### config.mk
export PLATFORM = sky130hd
export DESIGN_NAME = fuzzy_membership_rank_unit
export DESIGN_NICKNAME = d
export VERILOG_FILES = /design/src/rtl/fmr_pkg.sv /design/src/rtl/fuzzy_membership_rank_unit.sv /design/src/rtl/fmr_div.sv /design/src/rtl/fmr_sort.sv
export SDC_FILE = /design/constraint.sdc
export NUM_CORES = 2
export LEC_CHECK = 0
export ABC_CLOCK_PERIOD_IN_PS = 10000
export BUFFER_PORTS_ARGS = -buffer_cell sky130_fd_sc_hd__buf_2
export CORE_ASPECT_RATIO = 1.25
export CORE_MARGIN = 2
export CORE_UTILIZATION = 40
export DETAILED_ROUTE_END_ITERATION = 10
export HOLD_SLACK_MARGIN = 0.02
export PLACE_DENSITY = 0.52
export SETUP_SLACK_MARGIN = 0.2
export SLEW_MARGIN = 0
export SYNTH_ARGS = -nofsm -noshare
export SYNTH_HDL_FRONTEND = slang
export SYNTH_HIERARCHICAL = 1
export SYNTH_SLANG_ARGS = --single-unit
### constraint.sdc
create_clock -name clk -period 10 [get_ports clk]
set_input_delay 1.5 -clock clk [delete_from_list [all_inputs] [get_ports clk]]
set_output_delay 1.5 -clock clk [all_outputs]
set_load 0.03 [all_outputs]
### src/rtl/fmr_pkg.sv
// ----------------------------------------------------------------------------
// fmr_pkg
// shared types and constants of the fuzzy membership rank unit
// ----------------------------------------------------------------------------
package fmr_pkg;

	localparam int NUM_SETS  = 8;
	localparam int SET_W     = 52;
	localparam int IDX_W     = 3;
	localparam int POS_W     = 16;
	localparam int FRAC_W    = 16;
	localparam int QUO_W     = 17;
	localparam int DEN_W     = 17;
	localparam logic [FRAC_W-1:0] ONE_Q15 = 16'd32768;

	// set pointer value after the last set, and unit steps for the pointers
	localparam logic [IDX_W:0]   SET_END = NUM_SETS[IDX_W:0];
	localparam logic [IDX_W:0]   PTR_ONE = 1;
	localparam logic [IDX_W-1:0] IDX_ONE = 1;

	typedef enum logic [3:0] {
		ST_IDLE,
		ST_LOAD,
		ST_SETUP,
		ST_CLASSIFY,
		ST_DIV,
		ST_SQ,
		ST_CUBE,
		ST_BLEND,
		ST_PROD,
		ST_NEXT,
		ST_EMIT
	} state_t;

	// request to the divider
	typedef struct packed {
		logic             start;
		logic [DEN_W-1:0] num;
		logic [DEN_W-1:0] den;
	} div_req_t;

	// divider status
	typedef struct packed {
		logic             done;
		logic [QUO_W-1:0] quo;
	} div_rsp_t;

endpackage

### src/rtl/fuzzy_membership_rank_unit.sv
// ----------------------------------------------------------------------------
// fuzzy_membership_rank_unit
// fuzzifies one sample against eight smoothstep sets, ranks the results
// ----------------------------------------------------------------------------
// usage:
//  cfg channel writes set_0..set_7 (cfg_index, cfg_data); cfg_ready is high
//  only while idle. sample channel takes one word; results come out as
//  membership/set_index/last words, descending, ties lower index first,
//  last on the final one. no enabled set gives no output word.
// datapath: one shared 16-step serial divider and one shared 32 x 17
//  multiplier. an enabled set runs, for each of its two halves, setup,
//  classify, a division unless the ratio is clamped, square, cubic and
//  blend, then product and insert; a disabled set goes from load to next.
//  ranked words then come out at one word per cycle while out_ready is
//  high. sample ready is low from acceptance until the last result is taken.
// reset clears all set registers (no set enabled) and the sequencer.
// a stalled receiver holds the current result word; nothing is lost.
// ----------------------------------------------------------------------------
module fuzzy_membership_rank_unit (
	input  logic               clk,
	input  logic               arst_n,
	input  logic               cfg_valid,
	output logic               cfg_ready,
	input  logic [2:0]         cfg_index,
	input  logic [51:0]        cfg_data,
	input  logic               in_valid,
	output logic               in_ready,
	input  logic signed [15:0] sample,
	output logic               out_valid,
	input  logic               out_ready,
	output logic [15:0]        membership,
	output logic [2:0]         set_index,
	output logic               last
);

	logic [fmr_pkg::SET_W-1:0]  set_q [fmr_pkg::NUM_SETS];
	fmr_pkg::state_t            state_q, state_d;
	logic signed [15:0]         x_q;
	logic [fmr_pkg::IDX_W-1:0]  set_ptr;
	logic [fmr_pkg::IDX_W:0]    ptr_q;
	logic                       half_q;  // 0 left-center, 1 center-right
	logic [fmr_pkg::FRAC_W-1:0] t_q, s_q, a_q, b_q, m_q;
	logic [31:0]                sq_q;
	logic signed [17:0]         num_q, den_q;
	fmr_pkg::div_req_t          dreq;
	fmr_pkg::div_rsp_t          drsp;
	logic [fmr_pkg::IDX_W-1:0]  rd_ptr_q;
	logic [fmr_pkg::FRAC_W-1:0] rd_mem;
	logic [fmr_pkg::IDX_W-1:0]  rd_idx;
	logic [fmr_pkg::IDX_W:0]    count;
	logic                       ins, clear;

	// current set fields
	logic [fmr_pkg::SET_W-1:0] cur;
	logic signed [17:0] e0, e1;
	logic fa, fb;
	assign set_ptr = ptr_q[fmr_pkg::IDX_W-1:0];
	assign cur = set_q[set_ptr];
	always_comb begin
		if (!half_q) begin
			e0 = 18'(signed'(cur[15:0]));
			e1 = 18'(signed'(cur[31:16])) + 18'sd1;
			fa = cur[48];
			fb = cur[49];
		end else begin
			e0 = 18'(signed'(cur[31:16]));
			e1 = 18'(signed'(cur[47:32])) + 18'sd1;
			fa = cur[49];
			fb = cur[50];
		end
	end

	// shared multiplier, 32 x 17 bits
	logic [31:0] mul_a;
	logic [16:0] mul_b;
	logic [48:0] mul_p;
	always_comb begin
		case (state_q)
			fmr_pkg::ST_SQ: begin
				mul_a = {16'd0, t_q};
				mul_b = {1'b0, t_q};
			end
			fmr_pkg::ST_CUBE: begin
				mul_a = sq_q;
				mul_b = 17'd98304 - {t_q, 1'b0};
			end
			default: begin
				mul_a = {16'd0, a_q};
				mul_b = {1'b0, b_q};
			end
		endcase
		mul_p = 49'(mul_a) * 49'(mul_b);
	end

	fmr_div u_div (.clk(clk), .arst_n(arst_n), .req(dreq), .rsp(drsp));

	fmr_sort u_sort (
		.clk(clk), .arst_n(arst_n), .clear(clear), .ins(ins),
		.ins_mem(m_q), .ins_idx(set_ptr), .rd_ptr(rd_ptr_q),
		.rd_mem(rd_mem), .rd_idx(rd_idx), .count(count)
	);

	// set registers, written only while idle
	assign cfg_ready = (state_q == fmr_pkg::ST_IDLE);
	always_ff @(posedge clk or negedge arst_n) begin
		if (!arst_n) begin
			for (int k = 0; k < fmr_pkg::NUM_SETS; k++) set_q[k] <= '0;
		end else if (cfg_valid && cfg_ready) begin
			set_q[cfg_index] <= cfg_data;
		end
	end

	// next state and controls
	always_comb begin
		state_d  = state_q;
		in_ready = 1'b0;
		dreq     = '0;
		ins      = 1'b0;
		clear    = 1'b0;
		unique case (state_q)
			fmr_pkg::ST_IDLE: begin
				in_ready = 1'b1;
				if (in_valid) begin
					state_d = fmr_pkg::ST_LOAD;
					clear   = 1'b1;
				end
			end
			fmr_pkg::ST_LOAD: begin
				if (ptr_q == fmr_pkg::SET_END) begin
					state_d = (count == '0) ? fmr_pkg::ST_IDLE : fmr_pkg::ST_EMIT;
				end else if (!cur[51]) begin
					state_d = fmr_pkg::ST_NEXT;
				end else begin
					state_d = fmr_pkg::ST_SETUP;
				end
			end
			fmr_pkg::ST_SETUP: state_d = fmr_pkg::ST_CLASSIFY;
			fmr_pkg::ST_CLASSIFY: begin
				if (den_q == 18'sd0 || num_q <= 18'sd0 || num_q >= den_q) begin
					state_d = fmr_pkg::ST_SQ;
				end else begin
					dreq.start = 1'b1;
					dreq.num   = num_q[16:0];
					dreq.den   = den_q[16:0];
					state_d    = fmr_pkg::ST_DIV;
				end
			end
			fmr_pkg::ST_DIV: begin
				if (drsp.done) state_d = fmr_pkg::ST_SQ;
			end
			fmr_pkg::ST_SQ:    state_d = fmr_pkg::ST_CUBE;
			fmr_pkg::ST_CUBE:  state_d = fmr_pkg::ST_BLEND;
			fmr_pkg::ST_BLEND: state_d = half_q ? fmr_pkg::ST_PROD : fmr_pkg::ST_SETUP;
			fmr_pkg::ST_PROD:  state_d = fmr_pkg::ST_NEXT;
			fmr_pkg::ST_NEXT: begin
				ins     = cur[51];
				state_d = fmr_pkg::ST_LOAD;
			end
			fmr_pkg::ST_EMIT: begin
				if (out_ready && last) state_d = fmr_pkg::ST_IDLE;
			end
			default: state_d = fmr_pkg::ST_IDLE;
		endcase
	end

	always_ff @(posedge clk or negedge arst_n) begin
		if (!arst_n) state_q <= fmr_pkg::ST_IDLE;
		else state_q <= state_d;
	end

	// edge setup for one half: sign-normalized numerator and denominator
	logic signed [17:0] n_raw, d_raw, n_abs, d_abs;
	always_comb begin
		n_raw = 18'(x_q) - e0;
		d_raw = e1 - e0;
		n_abs = d_raw[17] ? -n_raw : n_raw;
		d_abs = d_raw[17] ? -d_raw : d_raw;
	end

	// rounding of the ratio, the cubic and the product
	logic [16:0] tr;
	logic [15:0] s_next, m_next, blend;
	assign tr     = (drsp.quo + 17'd1) >> 1;
	assign s_next = 16'((mul_p + 49'd536870912) >> 30);
	assign m_next = 16'((mul_p + 49'd16384) >> 15);
	always_comb begin
		if (fa == fb) blend = fa ? fmr_pkg::ONE_Q15 : 16'd0;
		else blend = fa ? fmr_pkg::ONE_Q15 - s_q : s_q;
	end

	// sequencer pointers
	always_ff @(posedge clk or negedge arst_n) begin
		if (!arst_n) begin
			ptr_q    <= '0;
			half_q   <= 1'b0;
			rd_ptr_q <= '0;
		end else begin
			case (state_q)
				fmr_pkg::ST_IDLE: begin
					ptr_q    <= '0;
					half_q   <= 1'b0;
					rd_ptr_q <= '0;
				end
				fmr_pkg::ST_BLEND: half_q <= 1'b1;
				fmr_pkg::ST_NEXT: begin
					ptr_q  <= ptr_q + fmr_pkg::PTR_ONE;
					half_q <= 1'b0;
				end
				fmr_pkg::ST_EMIT: begin
					if (out_ready && !last) rd_ptr_q <= rd_ptr_q + fmr_pkg::IDX_ONE;
				end
				default: ;
			endcase
		end
	end

	// datapath registers
	always_ff @(posedge clk) begin
		case (state_q)
			fmr_pkg::ST_IDLE: begin
				if (in_valid) x_q <= sample;
			end
			fmr_pkg::ST_SETUP: begin
				num_q <= n_abs;
				den_q <= d_abs;
			end
			fmr_pkg::ST_CLASSIFY: begin
				if (den_q == 18'sd0) t_q <= (num_q > 18'sd0) ? fmr_pkg::ONE_Q15 : '0;
				else if (num_q <= 18'sd0) t_q <= '0;
				else if (num_q >= den_q) t_q <= fmr_pkg::ONE_Q15;
			end
			fmr_pkg::ST_DIV: begin
				if (drsp.done) t_q <= tr[15:0];
			end
			fmr_pkg::ST_SQ:   sq_q <= mul_p[31:0];
			fmr_pkg::ST_CUBE: s_q <= s_next;
			fmr_pkg::ST_BLEND: begin
				if (!half_q) a_q <= blend;
				else b_q <= blend;
			end
			fmr_pkg::ST_PROD: m_q <= m_next;
			default: ;
		endcase
	end

	assign out_valid  = (state_q == fmr_pkg::ST_EMIT);
	assign membership = rd_mem;
	assign set_index  = rd_idx;
	assign last       = (({1'b0, rd_ptr_q} + fmr_pkg::PTR_ONE) == count);

endmodule

### src/rtl/fmr_div.sv
// ----------------------------------------------------------------------------
// fmr_div
// restoring divider, one quotient bit per cycle: q = floor(num*2^16 / den)
// for num < den, used for the rounded q1.15 ratio
// ----------------------------------------------------------------------------
module fmr_div (
	input  logic               clk,
	input  logic               arst_n,
	input  fmr_pkg::div_req_t  req,
	output fmr_pkg::div_rsp_t  rsp
);

	logic [fmr_pkg::DEN_W:0]   rem_q;
	logic [fmr_pkg::DEN_W-1:0] den_q;
	logic [fmr_pkg::QUO_W-1:0] quo_q;
	logic [4:0]                cnt_q;
	logic                      busy_q;
	logic                      done_q;
	logic [fmr_pkg::DEN_W+1:0] shl;
	logic [fmr_pkg::DEN_W+1:0] dif;

	// one shift and subtract step
	always_comb begin
		shl = {rem_q, 1'b0};
		dif = shl - {2'b00, den_q};
	end

	always_ff @(posedge clk or negedge arst_n) begin
		if (!arst_n) begin
			busy_q <= 1'b0;
			done_q <= 1'b0;
			cnt_q  <= '0;
		end else begin
			done_q <= 1'b0;
			if (req.start) begin
				busy_q <= 1'b1;
				cnt_q  <= 5'd16;
			end else if (busy_q) begin
				cnt_q <= cnt_q - 5'd1;
				if (cnt_q == 5'd1) begin
					busy_q <= 1'b0;
					done_q <= 1'b1;
				end
			end
		end
	end

	// datapath
	always_ff @(posedge clk) begin
		if (req.start) begin
			rem_q <= {1'b0, req.num};
			den_q <= req.den;
			quo_q <= '0;
		end else if (busy_q) begin
			if (!dif[fmr_pkg::DEN_W+1]) begin
				rem_q <= dif[fmr_pkg::DEN_W:0];
				quo_q <= {quo_q[fmr_pkg::QUO_W-2:0], 1'b1};
			end else begin
				rem_q <= shl[fmr_pkg::DEN_W:0];
				quo_q <= {quo_q[fmr_pkg::QUO_W-2:0], 1'b0};
			end
		end
	end

	assign rsp.done = done_q;
	assign rsp.quo  = quo_q;

endmodule

### src/rtl/fmr_sort.sv
// ----------------------------------------------------------------------------
// fmr_sort
// ranked list: insertion of one membership at a time, stable on ties,
// then read out in order
// ----------------------------------------------------------------------------
module fmr_sort (
	input  logic                       clk,
	input  logic                       arst_n,
	input  logic                       clear,
	input  logic                       ins,
	input  logic [fmr_pkg::FRAC_W-1:0] ins_mem,
	input  logic [fmr_pkg::IDX_W-1:0]  ins_idx,
	input  logic [fmr_pkg::IDX_W-1:0]  rd_ptr,
	output logic [fmr_pkg::FRAC_W-1:0] rd_mem,
	output logic [fmr_pkg::IDX_W-1:0]  rd_idx,
	output logic [fmr_pkg::IDX_W:0]    count
);

	logic [fmr_pkg::FRAC_W-1:0] mem_q [fmr_pkg::NUM_SETS];
	logic [fmr_pkg::IDX_W-1:0]  idx_q [fmr_pkg::NUM_SETS];
	logic [fmr_pkg::IDX_W:0]    cnt_q;
	logic [fmr_pkg::NUM_SETS-1:0] gt;
	logic [fmr_pkg::NUM_SETS-1:0] gt_prev;

	// entries strictly below the new value shift down
	always_comb begin
		for (int k = 0; k < fmr_pkg::NUM_SETS; k++) begin
			gt[k] = (k < cnt_q) && (mem_q[k] < ins_mem);
		end
		gt_prev = {gt[fmr_pkg::NUM_SETS-2:0], 1'b0};
	end

	always_ff @(posedge clk or negedge arst_n) begin
		if (!arst_n) begin
			cnt_q <= '0;
		end else if (clear) begin
			cnt_q <= '0;
		end else if (ins) begin
			cnt_q <= cnt_q + fmr_pkg::PTR_ONE;
		end
	end

	always_ff @(posedge clk) begin
		if (ins) begin
			for (int k = 0; k < fmr_pkg::NUM_SETS; k++) begin
				if (gt[k]) begin
					if (gt_prev[k]) begin
						mem_q[k] <= mem_q[k-1];
						idx_q[k] <= idx_q[k-1];
					end else begin
						mem_q[k] <= ins_mem;
						idx_q[k] <= ins_idx;
					end
				end else if (k == cnt_q && !gt_prev[k]) begin
					mem_q[k] <= ins_mem;
					idx_q[k] <= ins_idx;
				end else if (k == cnt_q) begin
					mem_q[k] <= mem_q[k-1];
					idx_q[k] <= idx_q[k-1];
				end
			end
		end
	end

	assign rd_mem = mem_q[rd_ptr];
	assign rd_idx = idx_q[rd_ptr];
	assign count  = cnt_q;

endmodule

After elaboration in Yosys (flattened, before gate mapping)
Memory sizes are Yosys's and may differ from the RTL's.
Index checks and enable logic that the tools add are counted.
{ "classes": {"add_sub_neg": 17, "mul": 1, "n_div": 0, "magnitude_cmp": 22, "eq_ne": 26, "n_shift": 0, "n_mux": 225, "bitwise": 48, "reduce_logical": 46} }
{ "op_table": {"columns": ["operator", "n"], "rows": [
  ["$mux 16", 30],
  ["$bwmux 416", 1],
  ["$bmux 52 s3", 1],
  ["$demux 52 s3", 1],
  ["$mux 52", 3],
  ["$mux 1", 139],
  ["$lt 16x16->1", 8],
  ["$mux 18", 4],
  ["$mux 35", 2],
  ["$mux 3", 23],
  ["$pmux 32 s2", 1],
  ["$mux 17", 3],
  ["$add 46x30->46 const B", 1],
  ["$mul 32x17->46", 1],
  ["$or 1x1->1", 44],
  ["$pmux 4 s11", 1],
  ["$mux 4", 9],
  ["$neg 18->18", 2],
  ["$add 16x2->17 const B", 2],
  ["$pmux 17 s2", 1],
  ["$pmux 16 s2", 1],
  ["$add 31x15->31 const B", 1],
  ["$logic_and 1x1->1", 19],
  ["$sub 19x17->19", 1],
  ["other kinds (43)", 86]
]} }
{ "word_totals": {"regBits": 655, "latchBits": 0, "mem_bits_rw": 152, "romBits": 0, "input_bits": 76, "out_inout_bits": 23, "word_cells": 417, "mem_count": 2} }
{ "memory_table": {"columns": ["name", "words", "word_bits", "rd", "rd_clocked_by_memory_dff", "wr", "line", "source"], "rows": [
  ["u_sort.mem_q", 8, 16, 9, 0, 8, "fmr_sort.sv:19", "logic [fmr_pkg::FRAC_W-1:0] mem_q [fmr_pkg::NUM_SETS];"],
  ["u_sort.idx_q", 8, 3, 8, 0, 8, "fmr_sort.sv:20", "logic [fmr_pkg::IDX_W-1:0] idx_q [fmr_pkg::NUM_SETS];"]
]} }

Depth between registers and ports, before layout
An unclocked memory read counts as a cell.
{ "depth": {"depth_word": 11, "mapped_depth": 34, "mapped_depth_nobuf": 32} }

Modules after synthesis
Netlist, hierarchy kept.
{ "by_module_without_submodules": {"columns": ["module", "n_inst", "cells_each", "area_per_inst_um2", "seq_area_each_um2"], "rows": [
  ["fuzzy_membership_rank_unit", 1, 4307, 47120.2, 15635.0],
  ["fmr_sort", 1, 738, 10372.4, 4664.5],
  ["fmr_div", 1, 329, 3369.5, 1556.5]
]} }

Worst setup path before layout
OpenSTA, ideal clock, no wires.
{ "synth_timing": {"kind": "register to register", "start": "register state_q[3]", "end": "register s_q[12] in the netlist's numbering (data pin)", "setup_ns": 0.260, "arrival_time_ns": 8.970, "required_time_ns": 9.740, "path_slack_ns": 0.769, "path_stages_with_launch": 31, "n_path_buf": 4, "synth_period_minus_slack_ns": 9.231, "cell_sequence": "dfrtp_1 -> inv_1 -> nand2_1 -> nor2_1 -> clkbuf_1 -> nand2_1 -> nand3_1 -> clkbuf_1 -> buf_1 -> nand2_1 -> fa_1 -> fa_1 -> inv_1 -> fa_1 -> inv_1 -> fa_1 -> fa_1 -> fa_1 -> inv_1 -> ha_1 -> buf_4 -> a21oi_2 -> nand2_1 -> a221o_1 -> o31a_1 -> o41ai_1 -> xnor2_1 -> nor2b_1 -> nand3_1 -> or4b_4 -> xnor2_2"} }
{ "synth_between": {"elab_chain_len": 4, "elab_cells_between_ends": 6, "classes_between": "add/sub (1); mul (1); eq/ne (2); mux (2)"} }
{ "synth_rtl": {"columns": ["element", "line", "source"], "rows": [
  ["start, declared", "fuzzy_membership_rank_unit.sv:37", "fmr_pkg::state_t state_q, state_d;"],
  ["start signal, assigned", "fuzzy_membership_rank_unit.sv:167", "if (!arst_n) state_q <= fmr_pkg::ST_IDLE;"],
  ["start signal, assigned", "fuzzy_membership_rank_unit.sv:168", "else state_q <= state_d;"],
  ["$eq 4x3->1", "fuzzy_membership_rank_unit.sv:78", "case (state_q)"],
  ["$pmux 32 s2 / $pmux 17 s2 (equally long branches)", "fuzzy_membership_rank_unit.sv:78", null],
  ["$mul 32x17->46 (*)", "fuzzy_membership_rank_unit.sv:92", "mul_p = 49'(mul_a) * 49'(mul_b);"],
  ["$add 46x30->46 (*)", "fuzzy_membership_rank_unit.sv:184", "assign s_next = 16'((mul_p + 49'd536870912) >> 30);"],
  ["named net s_next[12]", "fuzzy_membership_rank_unit.sv:182", "logic [15:0] s_next, m_next, blend;"],
  ["end signal, assigned", "fuzzy_membership_rank_unit.sv:236", "fmr_pkg::ST_CUBE: s_q <= s_next;"],
  ["end, declared", "fuzzy_membership_rank_unit.sv:42", "logic [fmr_pkg::FRAC_W-1:0] t_q, s_q, a_q, b_q, m_q;"]
]} }
Mark *: on every way through the listed nets, which the timed path passes. The rest lies on a longest branch.
A chain may end at the register's enable or synchronous reset.

Worst setup path in the final report
{ "layout_timing": {"start": "register t_q[5] in the netlist's numbering", "end": "register s_q[12] in the netlist's numbering (data pin)"} }
{ "layout_between": {"elab_chain_len": 4, "elab_cells_between_ends": 5, "classes_between": "add/sub (2); mul (1); mux (2)"} }
{ "layout_rtl": {"columns": ["element", "line", "source"], "rows": [
  ["start, declared", "fuzzy_membership_rank_unit.sv:42", null],
  ["start signal, assigned", "fuzzy_membership_rank_unit.sv:228", "if (den_q == 18'sd0) t_q <= (num_q > 18'sd0) ? fmr_pkg::ONE_Q15 : '0;"],
  ["start signal, assigned", "fuzzy_membership_rank_unit.sv:230", "else if (num_q >= den_q) t_q <= fmr_pkg::ONE_Q15;"],
  ["start signal, assigned", "fuzzy_membership_rank_unit.sv:233", "if (drsp.done) t_q <= tr[15:0];"],
  ["$sub 17x17->17", "fuzzy_membership_rank_unit.sv:85", "mul_b = 17'd98304 - {t_q, 1'b0};"],
  ["$pmux 17 s2", "fuzzy_membership_rank_unit.sv:78", null],
  ["$mul 32x17->46 (*)", "fuzzy_membership_rank_unit.sv:92", null],
  ["$add 46x30->46 (*)", "fuzzy_membership_rank_unit.sv:184", null],
  ["named net s_next[12]", "fuzzy_membership_rank_unit.sv:182", null]
]} }
Marks and branches as above.

==> impl_metrics.ini <==
[timing]
whs_ns = 0.498
setup_ws_ns = 0.553
setup_viol = 0
maxSlewViolCount = 0
rsz0062_at_grt = no
fmax_mhz = 106
min_period_ns = 9.45
fin_setup_tns_ns = 0
worst_pin_slew_ns = 1.15
hold_viol = 0
fin_crit_sh_pct = 94.5
slew_headroom_pct = 23.3
clock-skew-final_ns = 0.0443

[place]
pre_cts_ws_ns = 0.551
place_congestion = 0.913
port_buffers = 98
dp_hpwl_um = 128000
placedCellCount = 7396

[floorplanning]
core_region_area_um2 = 152000
die-height_um = 440
initial_utilization_pct = 40.2
die_area_um2 = 155000
io_pins = 99
fp.dieW_um = 353
num_rows = 160

[synth]
yosys_warnings = 6
ys_types = 116
syn_avg_cell_area_um2 = 11.3
yosysSeqAreaShare_pct = 35.9
synth_edf_count = 350
synth_flop_cell = dfrtp_1
async_flop_share_pct = 54.4
synthCells = 5374
synth_seq_cells = 807
synth_area_um2 = 60900

[power_and_ir_drop]
swShare_pct = 25.0
switchingPower_uw = 1890
combPwrFrac_pct = 8.9
clock_power_share_pct = 45.3
leakagePower_uw = 0.0303
p_seq_share_pct = 45.8
p_int_uw = 5670
pwr_density_cell_nw_per_um2 = 112
max-vdd-ir-drop_v = 0.000134

[routing]
first_pass_iters = 5
ant_nets = 0
wl_um = 175000
drt-vias-per-instance = 5.43
drc = 0
wire_per_inst_um = 23.2
drt_iter0_markers = 2642
vias = 41100

[clock_network]
clk_latency_ns = 0.71
cts_buffers = 90
cts_max_level = 3
cts_buffer_depth = 3
clkSinkCount = 807
cts_tree = yes
root_buffer = clkbuf_16
hold_buffers = 0
postCtsSetupBuffers = 0
clkTransAtPathRegs_ns = 0.06

[critical_path]
crit_type = reg2reg
start_kind = register
crit_arrival_ns = 9.88
cp_max_fo = 14
cp_slowest_cell = or4b_4
cp-end-kind = register
critical_path.most_common_cell = fa_1
worstPathRequired_ns = 10.44
slowest_delay_ns = 0.61

[grt]
met2_usage_pct = 40.0
grt_pass1_wl_um = 269000
overflow = 0
grt.total_usage_pct = 22.7
grt.met3_usage_pct = 2.75
grt_start_max_net_pins = 184
grt_busiest_layer = met2
antenna_found_initial = 16
use_met1_pct = 28.6
grt_pass1_vias = 43500

[run_status]
outcome = finished clean

[final_layout]
drive_gt1_share_pct = 21.5
layout.nets = 6300
fin_util_pct = 44.3
final_common_cell = inv_1
fill_cells = 14300
areaGrowthSynthToFinish_pct = 10.4
final_cell_mix = inv_1 (644), mux2_2 (581), nand2_1 (576), fa_1 (450), dfrtp_1 (433)
fin_cells = 7567

[hold_path]
hold_path_class = reg2reg

[job]
drv_cap = 0
kinds of logic (layout without fill, tap and decap cells):
logic type / Yosys count / in the layout / synth area share (%)
multiplexers: 794 / 794 / 17.2
adder cells (fa/ha/maj): 759 / 759 / 21.2
XOR/XNOR: 202 / 202 / 2.97
buffers and inverters: 891 / 1040 / 5.76
flip-flops: 807 / 807 / 35.9
AND/OR/NAND/NOR: 1323 / 1324 / 10.2
other: 1 / 19 / 0.00616
AO/OA/AOI/OAI: 597 / 597 / 6.82
per-stage QoR:
step                      power (uW)  cell area (um^2)
after floorplan                 3940             60900
after global placement          4200             64100
after detailed placement        4200             64100
after CTS                       7660             67100
after global routing            7820             67200
final                           7560             67200
worst max-delay path: cells and delay by family, from the launching register on:
kind	cells	cell delay (ns)
DFF	1	0.49
adders and majority gates	7	3.30
AOI/OAI and AO/OA	6	1.65
and+or+nand+nor	10	2.89
buffers and inverters	4	0.38
xor gates and xnor gates	2	0.49
area by class of cell:
class	count	area (um^2)	share of cell area [%]
clock buffers	128	2630	3.91
diodes	3	7.51	0.0112
flip-flops and latches	807	21900	32.6
inverters	644	2420	3.60
well taps	2025	2530	3.77
multi-input cells	3692	35700	53.2
repair buffers	230	1550	2.31
clock inverters	38	450	0.671
flip-flops by register name (all words and copies together), names as in the netlist, 5 cells and up:
name	flops
a_q	16
b_q	16
den_q	18
m_q	16
num_q	18
s_q	16
set_q	416
sq_q	32
t_q	16
u_div/cnt_q	5
u_div/den_q	17
u_div/quo_q	17
u_div/rem_q	18
u_sort/idx_q	24
u_sort/mem_q	128
x_q	16
worst paths after layout:
kind	slack (ns)	cells past startpoint	to	start
worst max-delay path	0.55	29	s_q[12]	t_q[5]
worst max register to register	0.55	29	s_q[12]	t_q[5]
min in group asynchronous	0.89	1	set_q[45]	arst_n
worst min register to register	0.50	1	set_q[91]	set_q[91]
worst min-delay path	0.50	1	set_q[91]	set_q[91]
max in group asynchronous	7.53	2	set_q[213]	arst_n
layer usage:
metal,up-vias,wire [um]
met4,14,6600
li1,18700,-
met1,21100,73600
met3,334,6640
met5,-,89
met2,931,88500
power groups by stage:
stage	combinational [uW]	clock [uW]	sequential, uW
after floorplan	407	0	3530
after global placement	676	0	3530
after detailed placement	675	0	3530
after CTS	679	3520	3460
after global routing	719	3640	3460
final	671	3420	3460
Yosys cell counts, drive strengths merged, types with 12 or more instances:
cell type  count  share of area [%]
a211o         15               0.22
a211oi        31               0.41
a21o          41               0.51
a21oi        152                1.3
a221o         33               0.54
a221oi        21               0.30
a31oi         27               0.30
and2         111                1.1
and3          40               0.42
buf           81               0.76
clkbuf       166                1.0
dfrtp        439                 18
dfxtp         18               0.59
edfxtp       350                 17
fa           450                 15
ha           309                6.4
inv          644                4.0
mux2         584                 11
mux2i         68                1.1
mux4         142                5.3
nand2        580                3.6
nand2b        30               0.31
nand3         48               0.39
nand4         39               0.43
nor2         280                1.7
nor2b         26               0.27
nor3          55               0.46
nor3b         13               0.19
nor4          24               0.25
o211ai        18               0.25
o21a          29               0.37
o21ai        127                1.1
o21bai        12               0.15
o31ai         16               0.21
or3           20               0.21
or4           15               0.19
xnor2        132                1.9
xor2          69                1.0
timing repair:
action                                  4_1_cts  5_1_grt
hold endpoints to repair                      0        0
endpoints found under the setup margin        0        2
resized for setup                             0        8
(Power assumes the default switching activity.)
